## config.mk

```make
export PLATFORM = sky130hd
export DESIGN_NAME = tnsc_mul
export DESIGN_NICKNAME = d
export VERILOG_FILES = /design/src/rtl/tnsc_pkg.sv /design/src/rtl/tnsc_mul.sv
export SDC_FILE = /design/constraint.sdc
export NUM_CORES = 2
export LEC_CHECK = 0
export ABC_AREA = 1
export BUFFER_PORTS_ARGS = -buffer_cell sky130_fd_sc_hd__buf_2
export CAP_MARGIN = 20
export CORE_AREA = 2 2 269 271
export CTS_CLUSTER_SIZE = 25
export DETAILED_ROUTE_END_ITERATION = 8
export DIE_AREA = 0 0 271 273
export GPL_TIMING_DRIVEN = 0
export PLACE_DENSITY = 0.7
export SLEW_MARGIN = 10
export SYNTH_ARGS = -nofsm -noshare
export SYNTH_HDL_FRONTEND = slang
export SYNTH_SLANG_ARGS = --single-unit
```

## constraint.sdc

```tcl
create_clock -name clk -period 24 [get_ports clk]
set_input_delay 4.8 -clock clk [delete_from_list [all_inputs] [get_ports clk]]
set_output_delay 4.8 -clock clk [all_outputs]
set_load 0.02 [all_outputs]
```

## src/rtl/tnsc_pkg.sv

```systemverilog
// Package for the traction notch speed controller.
// Types, register codes and fixed-point constants shared by all rtl files.
package tnsc_pkg;

    // Field widths
    localparam int SPEED_W   = 16;
    localparam int CURR_W    = 13;
    localparam int PRESS_W   = 10;
    localparam int BAND_W    = 10;
    localparam int GAIN_W    = 32;
    localparam int CUTOFF_W  = 12;
    localparam int TICKS_W   = 16;
    localparam int NOTCH_W   = 4;
    localparam int INTEG_W   = 16;
    localparam int DV_W      = SPEED_W + 1;

    localparam int IN_DATA_W  = 80;
    localparam int OUT_DATA_W = 24;
    localparam int CFG_IDX_W  = 3;
    localparam int CFG_DATA_W = 32;

    // Shared multiplier operands and product
    localparam int MUL_A_W = 33;
    localparam int MUL_B_W = 27;
    localparam int MUL_P_W = MUL_A_W + MUL_B_W;
    localparam int ACC_W   = 51;

    localparam logic [NOTCH_W-1:0] MAX_NOTCH = 4'd15;

    localparam logic [PRESS_W-1:0]   PRESSURE_LOCK_KPA = 10'd40;
    localparam logic signed [DV_W-1:0] RELOCK_SPEED    = 17'sd1000;
    localparam logic [CURR_W-1:0]    MIN_REF_CURRENT   = 13'd100;
    localparam logic signed [ACC_W-1:0] UNIT_SCALE     = 51'sd6553600;
    // floor(x/100) == (x * RECIP_100) >> 32, exact for x < 2^24
    localparam logic [MUL_A_W-1:0]   RECIP_100         = 33'd42949673;
    // |integ_gain_dt * dv| at or above this gives an increment past any clamp
    localparam logic [MUL_P_W-1:0]   INC_SAT_LIMIT     = 60'd26214400;
    localparam logic [17:0]          INC_SAT_MAG       = 18'd131072;

    // Register indexes
    localparam logic [CFG_IDX_W-1:0] REG_MAX_CURRENT      = 3'd0;
    localparam logic [CFG_IDX_W-1:0] REG_CURRENT_BAND     = 3'd1;
    localparam logic [CFG_IDX_W-1:0] REG_PROP_GAIN        = 3'd2;
    localparam logic [CFG_IDX_W-1:0] REG_INTEG_GAIN_DT    = 3'd3;
    localparam logic [CFG_IDX_W-1:0] REG_OVERSPEED_GAIN   = 3'd4;
    localparam logic [CFG_IDX_W-1:0] REG_OVERSPEED_CUTOFF = 3'd5;
    localparam logic [CFG_IDX_W-1:0] REG_HOLDOFF_TICKS    = 3'd6;

    typedef struct packed {
        logic [CURR_W-1:0]   max_current;
        logic [BAND_W-1:0]   current_band;
        logic [GAIN_W-1:0]   prop_gain;
        logic [GAIN_W-1:0]   integ_gain_dt;
        logic [GAIN_W-1:0]   overspeed_gain;
        logic [CUTOFF_W-1:0] overspeed_cutoff;
        logic [TICKS_W-1:0]  holdoff_ticks;
    } cfg_t;

    // Per-tick inputs to the notch logic
    typedef struct packed {
        logic [PRESS_W-1:0]     pressure;
        logic signed [DV_W-1:0] dv;
        logic [CURR_W-1:0]      iref;
        logic [CURR_W-1:0]      igen;
    } tick_t;

    // Notch and lock after the tick
    typedef struct packed {
        logic [NOTCH_W-1:0] notch;
        logic               locked;
    } notch_stat_t;

    typedef struct packed {
        logic [NOTCH_W-1:0] notch;
        logic               running;
        logic [TICKS_W-1:0] count;
    } hold_t;

endpackage

```

## src/rtl/tnsc_mul.sv

```systemverilog
// Shared signed multiplier with registered product.
// Depends on tnsc_pkg for operand widths.
module tnsc_mul (
    input  logic                                 clk,
    input  logic signed [tnsc_pkg::MUL_A_W-1:0]  a,
    input  logic signed [tnsc_pkg::MUL_B_W-1:0]  b,
    output logic signed [tnsc_pkg::MUL_P_W-1:0]  p
);
    import tnsc_pkg::*;

    logic signed [MUL_P_W-1:0] p_reg;

    always_ff @(posedge clk)
    begin
        p_reg <= a * b;
    end

    assign p = p_reg;

endmodule

```

# After elaboration in Yosys (flattened, before gate mapping)
# Cells that the tools add are included.
[totals] ff_bits=60 input_bits=61 out_inout_bits=60 wordCells=2
[classes] mul=1
[op_table] operator="multiplier 33 x 27 -> 60 bit" n=1

# Logic depth before layout (Yosys ltp)
[logic_depth] word_depth=1 depth_mapped=31

# Least setup slack after synthesis
# Ideal clock, no wire load.
[synth_timing] kind="in2reg" startpoint="input a[32] in the netlist's numbering" endpoint="register p_reg[59] (netlist: p[59])" setup_time_ns=0.112 arrival_ns=10.758 slack_ns=13.130 cell_stages=25 cell_sequence="clkbuf_1 -> clkbuf_1 -> nand2_1 -> inv_1 -> fa_1 -> fa_1 -> fa_1 -> ha_1 -> inv_1 -> fa_1 -> inv_1 -> fa_1 -> inv_1 -> fa_1 -> inv_1 -> ha_1 -> nand2_1 -> nor2_1 -> nand2_1 -> nor4_1 -> nand2_1 -> nand2_1 -> nor2_1 -> nand2_1 -> nand2_1"
[synth_between] elab_chain_len=1
[synth_rtl] item="from (decl)" line_no="tnsc_mul.sv:5" text="input logic signed [tnsc_pkg::MUL_A_W-1:0] a,"
[synth_rtl] item="multiplier 33 x 27 -> 60 bit" line_no="tnsc_mul.sv:15" text="p_reg <= a * b;"
[synth_rtl] item="to (signal assigned)" line_no="tnsc_mul.sv:15"
[synth_rtl] item="to (decl)" line_no="tnsc_mul.sv:11" text="logic signed [MUL_P_W-1:0] p_reg;"
# No other way between the ends.

# Worst setup path in the final report
[layout_timing] startpoint="input b[6] in the netlist's numbering" endpoint="register p_reg[45] (netlist: p[45])"
[layout_between] elab_chain_len=1
[layout_rtl] item="from (decl)" line_no="tnsc_mul.sv:6" text="input logic signed [tnsc_pkg::MUL_B_W-1:0] b,"
[layout_rtl] item="multiplier 33 x 27 -> 60 bit" line_no="tnsc_mul.sv:15"
# No other way between the ends.

==> results.yml <==
outcome:
  outcome: "finished clean"
clock_tree:
  cts_repair_resize_count: 0
  cts_inserted_buffers: 9
  clock_tree.buffer_depth: 2
  path_clk_slew_ns: 0.07
  tritoncts_clock_tree: "done"
  cts.root.buffer_cell: "clkbuf_16"
  number_of_clock_sinks_seen_by_cts: 60
  cts_htree_levels: 3
  cts_hold_repair.buffers: 0
  postCtsSetupBuffers: 0
grt:
  grt_pass1_vias: 31000
  global_route_wire_length_before_repair_um: 192000
  grt_antenna_before_repair: 4
  grt_util_all_layers: 0.362
  maximum_number_of_pins_on_one_net_before_global_route_repair: 14
  grt.overflow.total: 0
sta:
  unrepaired_setup_endpoints_after_global_routing: "false"
  slew-limit-headroom: 0.116
  final.min_clock_period_ns: 12.60
  fmaxAchievable_ghz: 0.0794
  worst_pin_slew_ns: 1.33
  setup_tns_ns: 0
  slew_violations: 0
  timing_hold_violations_final: 0
  setup_viol_count_final: 0
  final_min_period_over_clock_period: 0.525
logic_synthesis:
  post_synth_inst_count: 4585
  synth_enable_flop_cells: 0
  synth_top_cell_by_area: "fa_1"
  post_synthesis_sequential_area_ratio: 0.0340
  synthesis_stage_register_bit_count: 60
  post_synth_most_frequent_cells: "inv_1 (1542), nand2_1 (1284), fa_1 (911)"
  synth.area.top_cells: "fa_1 (52%), inv_1 (16%), nand2_1 (14%), ha_1 (6.0%), dfxtp_1 (3.4%)"
  yosysTopAreaCellShare: 0.517
  synth_async_sr_flop_share: 0
  synthFlopType: "dfxtp_1"
  synth.cell_area_um2: 35300
  synth_warnings: 0
  synth_nets: 5727
  synth.most_common_cell: "inv_1"
  synthesis.area_per_instance_um2: 7.70
  synth_cell_type_count: 34
run:
  cap_viol_max_count: 0
layout:
  syn_to_final_growth_pct: 5.31
  largest_register_ffs: 60
  drive_above_1_share: 0.0418
  core_occupancy_in_the_finished_layout: 0.524
  num-nets-final: 5806
drt:
  post-route-drc-count: 0
  final_antenna_net_count: 0
  detailedRoute.firstPassIterationCount: 6
  drt_iter0_drc: 2667
  routed_wirelength_um: 129000
  route.detailed.vias_per_inst: 5.20
  via_count: 29200
  drt-wirelength-per-cell_um: 23.0
critical_path:
  timing.setup.critical_path_class: "input port to flip-flop"
  critPathLaunchType: "input port"
  critical_path_arrival_ns: 12.81
  crit_path_end_kind: "flip-flop"
  required_ns: 24.21
  timing.critical_path.fanout_max: 12
die:
  fp.dieArea_um2: 74000
  dieHeight_um: 273
  chipWidth_um: 271
  io_pins: 121
  floorplan.core_area_um2: 71000
  num_rows: 98
  start_util: 0.497
hold_path:
  worst_hold_startpoint: "a[0]"
  min_path_type: "input port to flip-flop"
  worstHoldEndpoint: "p[0]$_DFF_P_"
  timing.hold.worst_path_depth: 3
placed_design:
  routabilityCongestion: 1.05
  dp_hpwl_um: 110000
  io_buffer_count: 61
## logic make-up (layout without fill, tap and decap cells)
kind of cell    Yosys count  in the layout  synth area share
xor+xnor                 36             36           0.00893
flops                    60             60            0.0340
other cells               0              5                 0
buf+inv                1761           1845             0.187
simple gates           1572           1572             0.181
fa+ha+maj              1081           1081             0.577
compound gates           75             75            0.0119
## how the worst max path moves through the flow
stage / from / to
floorplan: a[32] / p[59]$_DFF_P_
global placement: b[6] / p[54]$_DFF_P_
detailed placement: b[6] / p[54]$_DFF_P_
CTS: b[6] / p[54]$_DFF_P_
global route: b[6] / p[45]$_DFF_P_
finish: b[6] / p[45]$_DFF_P_
## worst max-delay path: stages
cell      delay [ns]
clkbuf_1        0.58
clkbuf_1        1.04
nand2_1         0.38
fa_1            0.63
inv_1           0.06
fa_1            0.39
fa_1            0.56
ha_1            0.44
inv_1           0.45
fa_1            0.63
inv_1           0.06
fa_1            0.55
fa_1            0.41
ha_1            0.42
nand2_1         0.14
nor2_1          0.16
nand2_1         0.12
nor3_1          0.37
nand4_1         0.33
nand4_1         0.19
nand2_1         0.07
## cells in the final DEF, fill, tap and decap left out, types with 4 or more instances in the layout
master / netlist / final
nand4_1: 15 / 15
clkbuf_16: 0 / 9
xor2_1: 32 / 32
ha_1: 170 / 170
nand2_1: 1284 / 1284
o21ai_0: 12 / 12
xnor2_1: 4 / 4
a21oi_1: 45 / 45
buf_2: 0 / 61
buf_1: 8 / 8
nor2_2: 32 / 32
clkbuf_1: 198 / 199
diode_2: 0 / 5
nor3_1: 7 / 7
nand3_1: 59 / 59
or2_2: 9 / 9
inv_2: 11 / 11
o21bai_1: 11 / 11
nor2_1: 100 / 100
fa_1: 911 / 911
nand2_2: 36 / 36
dfxtp_1: 60 / 60
inv_1: 1542 / 1542
buf_8: 0 / 5
nor2_4: 14 / 14
nand3_2: 5 / 5
## stage by stage
stage	worst slack [ns]	instance area (um^2)	hold slack [ns]	cells
floorplan	13.13	35300	5.11	4585
CTS	11.60	37100	5.01	5617
global route	11.24	37200	5.05	5620
detailed placement	11.28	36900	5.22	5601
global placement	11.27	36800	5.22	5596
finish	11.41	37200	5.05	5624
## metal layers
layer | vias up | share of wire | global-route usage
li1 | 12600 | - | -
met1 | 14400 | 0.35 | 0.432
met2 | 1747 | 0.45 | 0.580
met3 | 480 | 0.10 | 0.0800
met4 | 0 | 0.093 | 0.265
met5 | - | 0 | 0
## layout make-up
cell class | count | area (um^2)
inverters | 1555 | 5840
well taps | 950 | 1190
clock buffers | 10 | 229
repair buffers | 68 | 403
multi-input cells | 2764 | 27500
diodes | 5 | 12.5
flip-flops and latches | 60 | 1200
clock inverters | 6 | 41.3
plain buffers | 206 | 773
fillers | 6907 | 33800
Power is not shown: default switching activity piles up to over one toggle a cycle in this logic, so the estimate is an artifact.
