[config.mk]
export PLATFORM = sky130hd
export DESIGN_NAME = tnsc_notch
export DESIGN_NICKNAME = d
export VERILOG_FILES = /design/src/rtl/tnsc_pkg.sv /design/src/rtl/tnsc_notch.sv
export SDC_FILE = /design/constraint.sdc
export NUM_CORES = 1
export LEC_CHECK = 0
export BUFFER_PORTS_ARGS = -buffer_cell sky130_fd_sc_hd__buf_4
export CORE_AREA = 2 2 99 101
export DETAILED_ROUTE_END_ITERATION = 8
export DIE_AREA = 0 0 101 103
export PLACE_DENSITY = 0.83
export SLEW_MARGIN = 25
export SYNTH_ARGS = -nofsm -noshare
export SYNTH_HDL_FRONTEND = slang
export SYNTH_SLANG_ARGS = --single-unit
export TNS_END_PERCENT = 10
[constraint.sdc]
create_clock -name clk -period 15.1 [get_ports clk]
set_input_delay 1.51 -clock clk [delete_from_list [all_inputs] [get_ports clk]]
set_output_delay 1.51 -clock clk [all_outputs]
set_load 0.02 [all_outputs]
[src/rtl/tnsc_pkg.sv]
// Package for the traction notch speed controller.
// Types, register codes and fixed-point constants shared by all rtl files.
package tnsc_pkg;

    // Field widths
    localparam int SPEED_W   = 16;
    localparam int CURR_W    = 13;
    localparam int PRESS_W   = 10;
    localparam int BAND_W    = 10;
    localparam int GAIN_W    = 32;
    localparam int CUTOFF_W  = 12;
    localparam int TICKS_W   = 16;
    localparam int NOTCH_W   = 4;
    localparam int INTEG_W   = 16;
    localparam int DV_W      = SPEED_W + 1;

    localparam int IN_DATA_W  = 80;
    localparam int OUT_DATA_W = 24;
    localparam int CFG_IDX_W  = 3;
    localparam int CFG_DATA_W = 32;

    // Shared multiplier operands and product
    localparam int MUL_A_W = 33;
    localparam int MUL_B_W = 27;
    localparam int MUL_P_W = MUL_A_W + MUL_B_W;
    localparam int ACC_W   = 51;

    localparam logic [NOTCH_W-1:0] MAX_NOTCH = 4'd15;

    localparam logic [PRESS_W-1:0]   PRESSURE_LOCK_KPA = 10'd40;
    localparam logic signed [DV_W-1:0] RELOCK_SPEED    = 17'sd1000;
    localparam logic [CURR_W-1:0]    MIN_REF_CURRENT   = 13'd100;
    localparam logic signed [ACC_W-1:0] UNIT_SCALE     = 51'sd6553600;
    // floor(x/100) == (x * RECIP_100) >> 32, exact for x < 2^24
    localparam logic [MUL_A_W-1:0]   RECIP_100         = 33'd42949673;
    // |integ_gain_dt * dv| at or above this gives an increment past any clamp
    localparam logic [MUL_P_W-1:0]   INC_SAT_LIMIT     = 60'd26214400;
    localparam logic [17:0]          INC_SAT_MAG       = 18'd131072;

    // Register indexes
    localparam logic [CFG_IDX_W-1:0] REG_MAX_CURRENT      = 3'd0;
    localparam logic [CFG_IDX_W-1:0] REG_CURRENT_BAND     = 3'd1;
    localparam logic [CFG_IDX_W-1:0] REG_PROP_GAIN        = 3'd2;
    localparam logic [CFG_IDX_W-1:0] REG_INTEG_GAIN_DT    = 3'd3;
    localparam logic [CFG_IDX_W-1:0] REG_OVERSPEED_GAIN   = 3'd4;
    localparam logic [CFG_IDX_W-1:0] REG_OVERSPEED_CUTOFF = 3'd5;
    localparam logic [CFG_IDX_W-1:0] REG_HOLDOFF_TICKS    = 3'd6;

    typedef struct packed {
        logic [CURR_W-1:0]   max_current;
        logic [BAND_W-1:0]   current_band;
        logic [GAIN_W-1:0]   prop_gain;
        logic [GAIN_W-1:0]   integ_gain_dt;
        logic [GAIN_W-1:0]   overspeed_gain;
        logic [CUTOFF_W-1:0] overspeed_cutoff;
        logic [TICKS_W-1:0]  holdoff_ticks;
    } cfg_t;

    // Per-tick inputs to the notch logic
    typedef struct packed {
        logic [PRESS_W-1:0]     pressure;
        logic signed [DV_W-1:0] dv;
        logic [CURR_W-1:0]      iref;
        logic [CURR_W-1:0]      igen;
    } tick_t;

    // Notch and lock after the tick
    typedef struct packed {
        logic [NOTCH_W-1:0] notch;
        logic               locked;
    } notch_stat_t;

    typedef struct packed {
        logic [NOTCH_W-1:0] notch;
        logic               running;
        logic [TICKS_W-1:0] count;
    } hold_t;

endpackage

[src/rtl/tnsc_notch.sv]
// Notch position, traction lock and hold-off timer.
// Applies the tick's requests in order on commit. Depends on tnsc_pkg.
module tnsc_notch (
    input  logic                  clk,
    input  logic                  rst_n,
    input  logic                  commit,
    input  tnsc_pkg::cfg_t        cfg,
    input  tnsc_pkg::tick_t       tick,
    output tnsc_pkg::notch_stat_t stat_next
);
    import tnsc_pkg::*;

    logic [NOTCH_W-1:0] notch_reg, notch_next;
    logic               lock_reg, lock_next;
    logic               run_reg, run_next;
    logic [TICKS_W-1:0] count_reg, count_next;

    function automatic hold_t f_zero(input hold_t s);
        hold_t r;
        r = s;
        if (s.running)
        begin
            r.running = 1'b0;
            r.count   = '0;
        end
        else
        begin
            r.notch   = '0;
            r.running = 1'b1;
            r.count   = '0;
        end
        return r;
    endfunction

    function automatic hold_t f_up(input hold_t s);
        hold_t r;
        r = s;
        if (!s.running)
        begin
            if (s.notch < MAX_NOTCH)
                r.notch = s.notch + 1'b1;
            r.running = 1'b1;
            r.count   = '0;
        end
        return r;
    endfunction

    function automatic hold_t f_down(input hold_t s);
        hold_t r;
        r = s;
        if (!s.running)
        begin
            if (s.notch != '0)
                r.notch = s.notch - 1'b1;
            r.running = 1'b1;
            r.count   = '0;
        end
        return r;
    endfunction

    always_comb
    begin
        hold_t                s;
        logic                 lk;
        logic [CURR_W:0]      igen_band;
        logic [CURR_W:0]      iref_band;
        logic signed [DV_W:0] dv_x;
        logic signed [DV_W:0] neg_cut;
        logic [TICKS_W:0]     cnt_inc;

        s.notch   = notch_reg;
        s.running = run_reg;
        s.count   = count_reg;
        lk        = lock_reg;
        igen_band = {1'b0, tick.igen} + {4'b0, cfg.current_band};
        iref_band = {1'b0, tick.iref} + {4'b0, cfg.current_band};
        dv_x      = {tick.dv[DV_W-1], tick.dv};
        neg_cut   = -$signed({{(DV_W+1-CUTOFF_W){1'b0}}, cfg.overspeed_cutoff});

        if (tick.pressure > PRESSURE_LOCK_KPA)
        begin
            lk = 1'b1;
            s  = f_zero(s);
        end
        else
        begin
            lk = lk && (tick.dv < RELOCK_SPEED);
        end

        if (tick.iref < MIN_REF_CURRENT)
            s = f_zero(s);
        if ((igen_band < {1'b0, tick.iref}) && !lk)
            s = f_up(s);
        if ({1'b0, tick.igen} > iref_band)
            s = f_down(s);
        if (dv_x < neg_cut)
            s = f_zero(s);

        // timer counts after the requests; expires once holdoff_ticks are counted
        cnt_inc = {1'b0, s.count} + 1'b1;
        if (s.running)
        begin
            if (cnt_inc >= {1'b0, cfg.holdoff_ticks})
            begin
                s.running = 1'b0;
                s.count   = '0;
            end
            else
            begin
                s.count = cnt_inc[TICKS_W-1:0];
            end
        end

        notch_next = s.notch;
        lock_next  = lk;
        run_next   = s.running;
        count_next = s.count;
    end

    always_ff @(posedge clk or negedge rst_n)
    begin
        if (!rst_n)
        begin
            notch_reg <= '0;
            lock_reg  <= 1'b0;
            run_reg   <= 1'b0;
            count_reg <= '0;
        end
        else if (commit)
        begin
            notch_reg <= notch_next;
            lock_reg  <= lock_next;
            run_reg   <= run_next;
            count_reg <= count_next;
        end
    end

    assign stat_next.notch  = notch_next;
    assign stat_next.locked = lock_next;

endmodule

Word-level counts from Yosys, hierarchy flattened
Cells that the tools add are included.
{"block": "word_totals", "latch_bits": 0, "mem_bits_ro": 0, "elab_cells": 41, "ff_bits": 22, "ramBits": 0, "mem_count": 0}
{"block": "op_classes", "n_mul": 0, "n_shift": 0, "mux": 19, "n_reduce_logical": 4, "magnitude_cmp": 8, "eq_ne": 0, "n_div": 0, "add_sub_neg": 6, "bitwise_logic": 0}
{"cell": "21-bit 2-to-1 mux", "count": 7}
{"cell": "17-bit 2-to-1 mux", "count": 4}
{"cell": "13-bit by 10-bit adder with 14-bit output", "count": 2}
{"cell": "4-bit 2-to-1 mux", "count": 5}
{"cell": "17-bit by 18-bit less-than comparator with 1-bit output", "count": 1}
{"cell": "12-bit negation with 18-bit output", "count": 1}
{"cell": "16-bit by 1-bit adder with 17-bit output (second input constant)", "count": 1}
{"cell": "17-bit by 16-bit greater-or-equal comparator with 1-bit output", "count": 1}
{"cell": "17-bit by 11-bit less-than comparator with 1-bit output (second input constant)", "count": 1}
{"cell": "16-bit 2-to-1 mux", "count": 1}
{"cell": "13-bit by 14-bit greater-than comparator with 1-bit output", "count": 1}
{"cell": "14-bit by 13-bit less-than comparator with 1-bit output", "count": 1}
{"cell": "13-bit by 7-bit less-than comparator with 1-bit output (second input constant)", "count": 1}
{"cell": "10-bit by 6-bit greater-than comparator with 1-bit output (second input constant)", "count": 1}
{"cell": "4-bit by 1-bit adder with 4-bit output (second input constant)", "count": 1}
{"cell": "4-bit less-than comparator (second input constant)", "count": 1}
{"cell": "4-bit nonzero test", "count": 1}
{"cell": "4-bit by 1-bit subtractor with 4-bit output (second input constant)", "count": 1}
{"cell": "1-bit logical AND", "count": 2}
{"cell": "1-bit 2-to-1 mux", "count": 2}
{"cell": "1-bit zero test", "count": 1}

Depth between registers and ports, before layout
{"block": "depth", "word_depth": 18, "depth_mapped": 38}

Worst setup path after synthesis
Ideal clock, no wire load.
{"block": "synth_timing", "kind": "input to register", "startpoint": "input cfg[124] (netlist bit)", "endpoint": "register count_reg[5]", "path_buffers": 0, "cell_stages": 38, "required_time_ps": 14996, "arrival_ps": 8202, "setup_slack_ps": 6794, "path_cell_list": "ha_1 > inv_1 > fa_1 > nor2b_1 > o21ai_0 > a21oi_1 > o21ai_0 > a21oi_1 > o21ai_0 > a21oi_1 > nor4_1 > a311oi_1 > ha_1 > nand4_1 > or4_1 > o211ai_1 > o2bb2ai_1 > a22oi_2 > [2 not listed] > and2_1 > ha_1 > and3_1 > nand3_1 > nor2_1 > nand3_1 > or3_1 > a21oi_1 > ha_1 > a21o_1 > a21o_1 > a2bb2oi_1 > a21oi_1 > a2111oi_2 > nand2_1 > nor2_1 > nand2_1 > o311ai_1"}
{"block": "synth_via", "elab_chain_len": 11}
{"element": "start, declared", "line_no": "tnsc_notch.sv:7", "rtl": "input tnsc_pkg::cfg_t cfg,"}
{"element": "13-bit by 10-bit adder with 14-bit output", "line_no": "tnsc_notch.sv:75", "rtl": "igen_band = {1'b0, tick.igen} + {4'b0, cfg.current_band};"}
{"element": "14-bit by 13-bit less-than comparator with 1-bit output", "line_no": "tnsc_notch.sv:92", "rtl": "if ((igen_band < {1'b0, tick.iref}) && !lk)"}
{"element": "1-bit logical AND", "line_no": "tnsc_notch.sv:92"}
{"element": "21-bit 2-to-1 mux", "line_no": "tnsc_notch.sv:92"}
{"element": "21-bit 2-to-1 mux", "line_no": "tnsc_notch.sv:51", "rtl": "if (!s.running)"}
{"element": "21-bit 2-to-1 mux (*)", "line_no": "tnsc_notch.sv:94", "rtl": "if ({1'b0, tick.igen} > iref_band)"}
{"element": "21-bit 2-to-1 mux (*)", "line_no": "tnsc_notch.sv:96", "rtl": "if (dv_x < neg_cut)"}
{"element": "16-bit by 1-bit adder with 17-bit output", "line_no": "tnsc_notch.sv:100", "rtl": "cnt_inc = {1'b0, s.count} + 1'b1;"}
{"element": "17-bit by 16-bit greater-or-equal comparator with 1-bit output", "line_no": "tnsc_notch.sv:103", "rtl": "if (cnt_inc >= {1'b0, cfg.holdoff_ticks})"}
{"element": "16-bit 2-to-1 mux", "line_no": "tnsc_notch.sv:103"}
{"element": "17-bit 2-to-1 mux (*)", "line_no": "tnsc_notch.sv:101", "rtl": "if (s.running)"}
{"element": "end signal, assigned", "line_no": "tnsc_notch.sv:134", "rtl": "count_reg <= count_next;"}
{"element": "end, declared", "line_no": "tnsc_notch.sv:16", "rtl": "logic [TICKS_W-1:0] count_reg, count_next;"}
Every way passes the cells marked *; elsewhere a longest branch is shown, timed or not.
A chain may end at the register's enable or synchronous reset.

Worst setup path after layout
Same ends and word-level chain as after synthesis.

==> summary.txt <==
Status
  • Run status: finished clean

Timing
  • Number of failing hold endpoints at the final stage: 0
  • Fmax: 0.101 GHz
  • Setup skew after layout: 0.00187 ns
  • Worst hold slack after final layout: 0.518 ns
  • Fin crit share: 0.654
  • Tightest slew margin relative to the limit: 0.454
  • RSZ-0062 raised after global routing: no
  • Worst Tran Pin Value: 0.818 ns
  • Number of setup violations in the final report: 0
  • Max Transition Viols Final: 0
  • Post-layout min period: 9.88 ns
  • TNS Setup: 0 ns

Critical path
  • Data arrival time of the critical path: 10.05 ns
  • Slowest stage delay, CP: 0.65 ns
  • Cell occurring most often along the worst timing path: sky130_fd_sc_hd__a21oi_1
  • WP data required: 15.26 ns
  • Kind of start point of the critical path: primary input
  • Slowest cell on crit path: sky130_fd_sc_hd__a2111oi_2
  • Sort of element at the end of the critical path: flop
  • Total stage count of the critical path: 39
  • Largest fanout of any net on the critical path: 8
  • Crit-path leading delay family: simple AND/OR/NAND/NOR gates
  • Logic depth of the worst register-to-register path: 25
  • Count of buffering cells on the critical path with inverters included: 2
  • Critical path start-end classification: primary input to flop

Die
  • Count of boundary I/O pins: 208
  • # rows: 36
  • Area of the core: 0.00946 mm²
  • Die Ht: 103 µm
  • Full die area: 0.0104 mm²
  • Effective utilization at floorplan: 0.483
  • Chip width: 101 µm

Power and ir drop
  • Clock group share of total power: 0.170
  • Sequential fraction of design power: 0.256
  • Reported net switching power: 98.9 µW
  • Share of power burned in combinational logic: 0.574
  • Internal power consumption: 150 µW
  • Pwr Total: 248 µW
  • Largest voltage drop on the vdd net: 0.0356 mV
  • Switching share of total power: 0.398
  • Leakage power figure: 2.64 nW
  • Power per cell area: 45.7 mW/mm²

Drt
  • Via count: 4,794
  • Detailed Route Iter0 Violations: 262
  • Post-Route WL: 12.6 mm
  • Antenna Nets Post-Route: 0
  • DRC Markers: 0
  • Number of vias per cell: 6.04
  • Average wire length per cell after detail routing: 15.8 µm
  • Count of TritonRoute iterations in the first routing pass: 4

CTS
  • Clock tree from TritonCTS: built
  • Clock tree root driver cell: sky130_fd_sc_hd__clkbuf_8
  • Total clock buffers created by CTS: 3
  • Number of resized instances in the post-cts repair step: 0
  • Level count of the clock H-tree: 1
  • Maximum count of clock buffers along a single path: 2
  • Hold-fix buffer count after cts: 0
  • Sink Count: 22
  • Post-CTS Setup Inserts: 0
  • Clock transition at the register clock pins on the worst setup and hold paths after CTS: 0.08 ns
  • Worst-Skew Late Latency: 0.26 ns

Global routing
  • Maximum number of pins on one net before global-route repair: 33
  • Met1 routing resource usage after global routing: 0.318
  • M2 GR Usage: 0.437
  • Global-route layer with the greatest usage: met2
  • Initial antenna violation count: 0
  • First-pass GRT wire length: 21.3 mm
  • Global routing usage summed across all routing layers: 0.246
  • Met3 global-route usage: 0.0366
  • Remaining global-route overflow: 0
  • Via count of the first global-routing pass: 4,812

Synth
  • Top_reg_cell synth: sky130_fd_sc_hd__dfrtp_1
  • Ys Warns: 0
  • Synthesized cell area: 0.00457 mm²
  • Count of distinct cell types in the synthesized netlist: 78
  • Post-synthesis register bit count: 22
  • Share of the synthesized area in the top cell type: 0.225
  • EDFF count, synth: 0
  • Gate count after technology mapping: 589
  • Synthesized Nets: 876
  • Synth top area cells: sky130_fd_sc_hd__ha_1 22%, sky130_fd_sc_hd__dfrtp_1 12%, sky130_fd_sc_hd__inv_1 4.8%, sky130_fd_sc_hd__a21oi_1 4.6%, sky130_fd_sc_hd__nor2_1 4.4%
  • Seq/Total Area, Yosys: 0.121
  • Cell taking the most area after synthesis: sky130_fd_sc_hd__ha_1
  • Share of synthesized registers carrying an async set or reset: 1.00
  • Synth Area per Inst: 7.75 µm²

Placed design
  • Number of I/O port buffers: 98
  • Post-placement cell area: 0.00538 mm²
  • Cell total after placement: 790
  • HPWL Detailed: 10.5 mm
  • Placer's final routability congestion estimate: 0.940

Cells and area
  • Ratio of cells with drive above 1 in the final layout: 0.188
  • Antenna diode count: 0
  • Layout-stage area growth over the synthesis result: 19.0%
  • Net count, final: 968
  • Final instance area: 0.00544 mm²
  • Largest register FFs: 16
  • Final standard cell count with taps included and fillers excluded: 794

Run
  • MaxCap Viol Count: 0

Hold path
  • Class of the most critical hold timing path: flop to flop
  • Cell depth of the worst hold path: 2
[cells in the mapped netlist, types with 14 or more instances]
library cell and instances:
sky130_fd_sc_hd__a21o_1 14, sky130_fd_sc_hd__nor2_1 54, sky130_fd_sc_hd__nand2_1 41, sky130_fd_sc_hd__nand4_1 16, sky130_fd_sc_hd__nand3_1 23, sky130_fd_sc_hd__xnor2_1 21
sky130_fd_sc_hd__ha_1 82, sky130_fd_sc_hd__inv_1 59, sky130_fd_sc_hd__xor2_1 18, sky130_fd_sc_hd__dfrtp_1 22, sky130_fd_sc_hd__o21ai_0 23, sky130_fd_sc_hd__a21oi_1 42
[area by class of cell]
| type | count | area [µm²] |
|---|---|---|
| fill | 883 | 4020 |
| tap | 114 | 143 |
| timing repair buffer | 99 | 743 |
| sequential | 22 | 551 |
| multi-input combinational | 495 | 3720 |
| clock buffer | 4 | 55.1 |
| inverter | 60 | 225 |
[worst reg2reg max path, delay by kind of cell, from the launching register on]
| kind | cells | cell delay [ns] |
|---|---|---|
| simple gates | 13 | 3.35 |
| compound gates | 10 | 2.29 |
| fa+ha+maj | 2 | 0.54 |
| flops | 1 | 0.39 |
[placed cells by master (no fill, tap or decap), types with 3 or more instances in the layout]
cell type | Yosys | final
sky130_fd_sc_hd__a211oi_1 | 9 | 9
sky130_fd_sc_hd__o21bai_1 | 4 | 4
sky130_fd_sc_hd__o21a_1 | 6 | 6
sky130_fd_sc_hd__nor4b_1 | 3 | 3
sky130_fd_sc_hd__o21ai_0 | 23 | 23
sky130_fd_sc_hd__dfrtp_1 | 22 | 22
sky130_fd_sc_hd__a2111oi_0 | 3 | 3
sky130_fd_sc_hd__nor3_1 | 11 | 11
sky130_fd_sc_hd__nand3_1 | 23 | 23
sky130_fd_sc_hd__or3_1 | 6 | 6
sky130_fd_sc_hd__a21o_1 | 14 | 14
sky130_fd_sc_hd__nor4_1 | 8 | 8
sky130_fd_sc_hd__xnor2_1 | 21 | 21
sky130_fd_sc_hd__nor2_1 | 54 | 54
sky130_fd_sc_hd__nand2b_1 | 6 | 6
sky130_fd_sc_hd__ha_1 | 82 | 82
sky130_fd_sc_hd__nor2b_1 | 6 | 6
sky130_fd_sc_hd__nand2_1 | 41 | 41
sky130_fd_sc_hd__o211ai_1 | 11 | 11
sky130_fd_sc_hd__and3_1 | 5 | 5
sky130_fd_sc_hd__a211o_1 | 3 | 3
sky130_fd_sc_hd__nand4_1 | 16 | 16
sky130_fd_sc_hd__clkbuf_8 | 0 | 4
sky130_fd_sc_hd__o31ai_1 | 6 | 6
sky130_fd_sc_hd__inv_1 | 59 | 59
sky130_fd_sc_hd__a22o_1 | 8 | 8
sky130_fd_sc_hd__a21oi_1 | 42 | 42
sky130_fd_sc_hd__buf_4 | 2 | 99
sky130_fd_sc_hd__and2_1 | 7 | 7
sky130_fd_sc_hd__xor2_1 | 18 | 18
[layer usage]
metal | share of wire | vias up
met1 | 0.45 | 2213
met5 | 0 | -
met4 | 0.013 | 0
met3 | 0.067 | 14
met2 | 0.47 | 208
li1 | - | 2359
[power by group through the flow]
stage | registers, mW | clock network, mW | logic [mW]
after global placement | 0.0647 | 0 | 0.134
after global routing | 0.0641 | 0.0455 | 0.161
after floorplan | 0.0632 | 0 | 0.0950
after detailed placement | 0.0649 | 0 | 0.140
after CTS | 0.0637 | 0.0429 | 0.141
final | 0.0637 | 0.0421 | 0.143
[cells by family (layout without fill, tap and decap cells)]
group | count (synthesis) | after routing | share of synthesized area
and+or+nand+nor | 203 | 203 | 0.232
DFF | 22 | 22 | 0.121
adders and majority gates | 85 | 85 | 0.236
xor gates and xnor gates | 41 | 41 | 0.0819
muxes | 5 | 5 | 0.0118
AOI/OAI and AO/OA | 161 | 161 | 0.253
buffers and inverters | 72 | 163 | 0.0652
[per-stage QoR]
stage	util	setup slack, ns
final	0.575	5.22
after detailed placement	0.569	5.14
after CTS	0.575	5.36
after global placement	0.569	5.37
after floorplan	-	6.79
after global routing	0.575	4.36
[path summary, 6_finish.rpt]
kind | end | slack, ns | from
max | count_reg[5] | 5.22 | cfg[124]
min | notch_reg[0] | 0.52 | notch_reg[0]
max reg2reg | count_reg[5] | 8.47 | lock_reg
min reg2reg | notch_reg[0] | 0.52 | notch_reg[0]
max in group asynchronous | count_reg[0] | 13.74 | rst_n
min in group asynchronous | count_reg[7] | 1.13 | rst_n
Power figures use the tool's default switching activity.
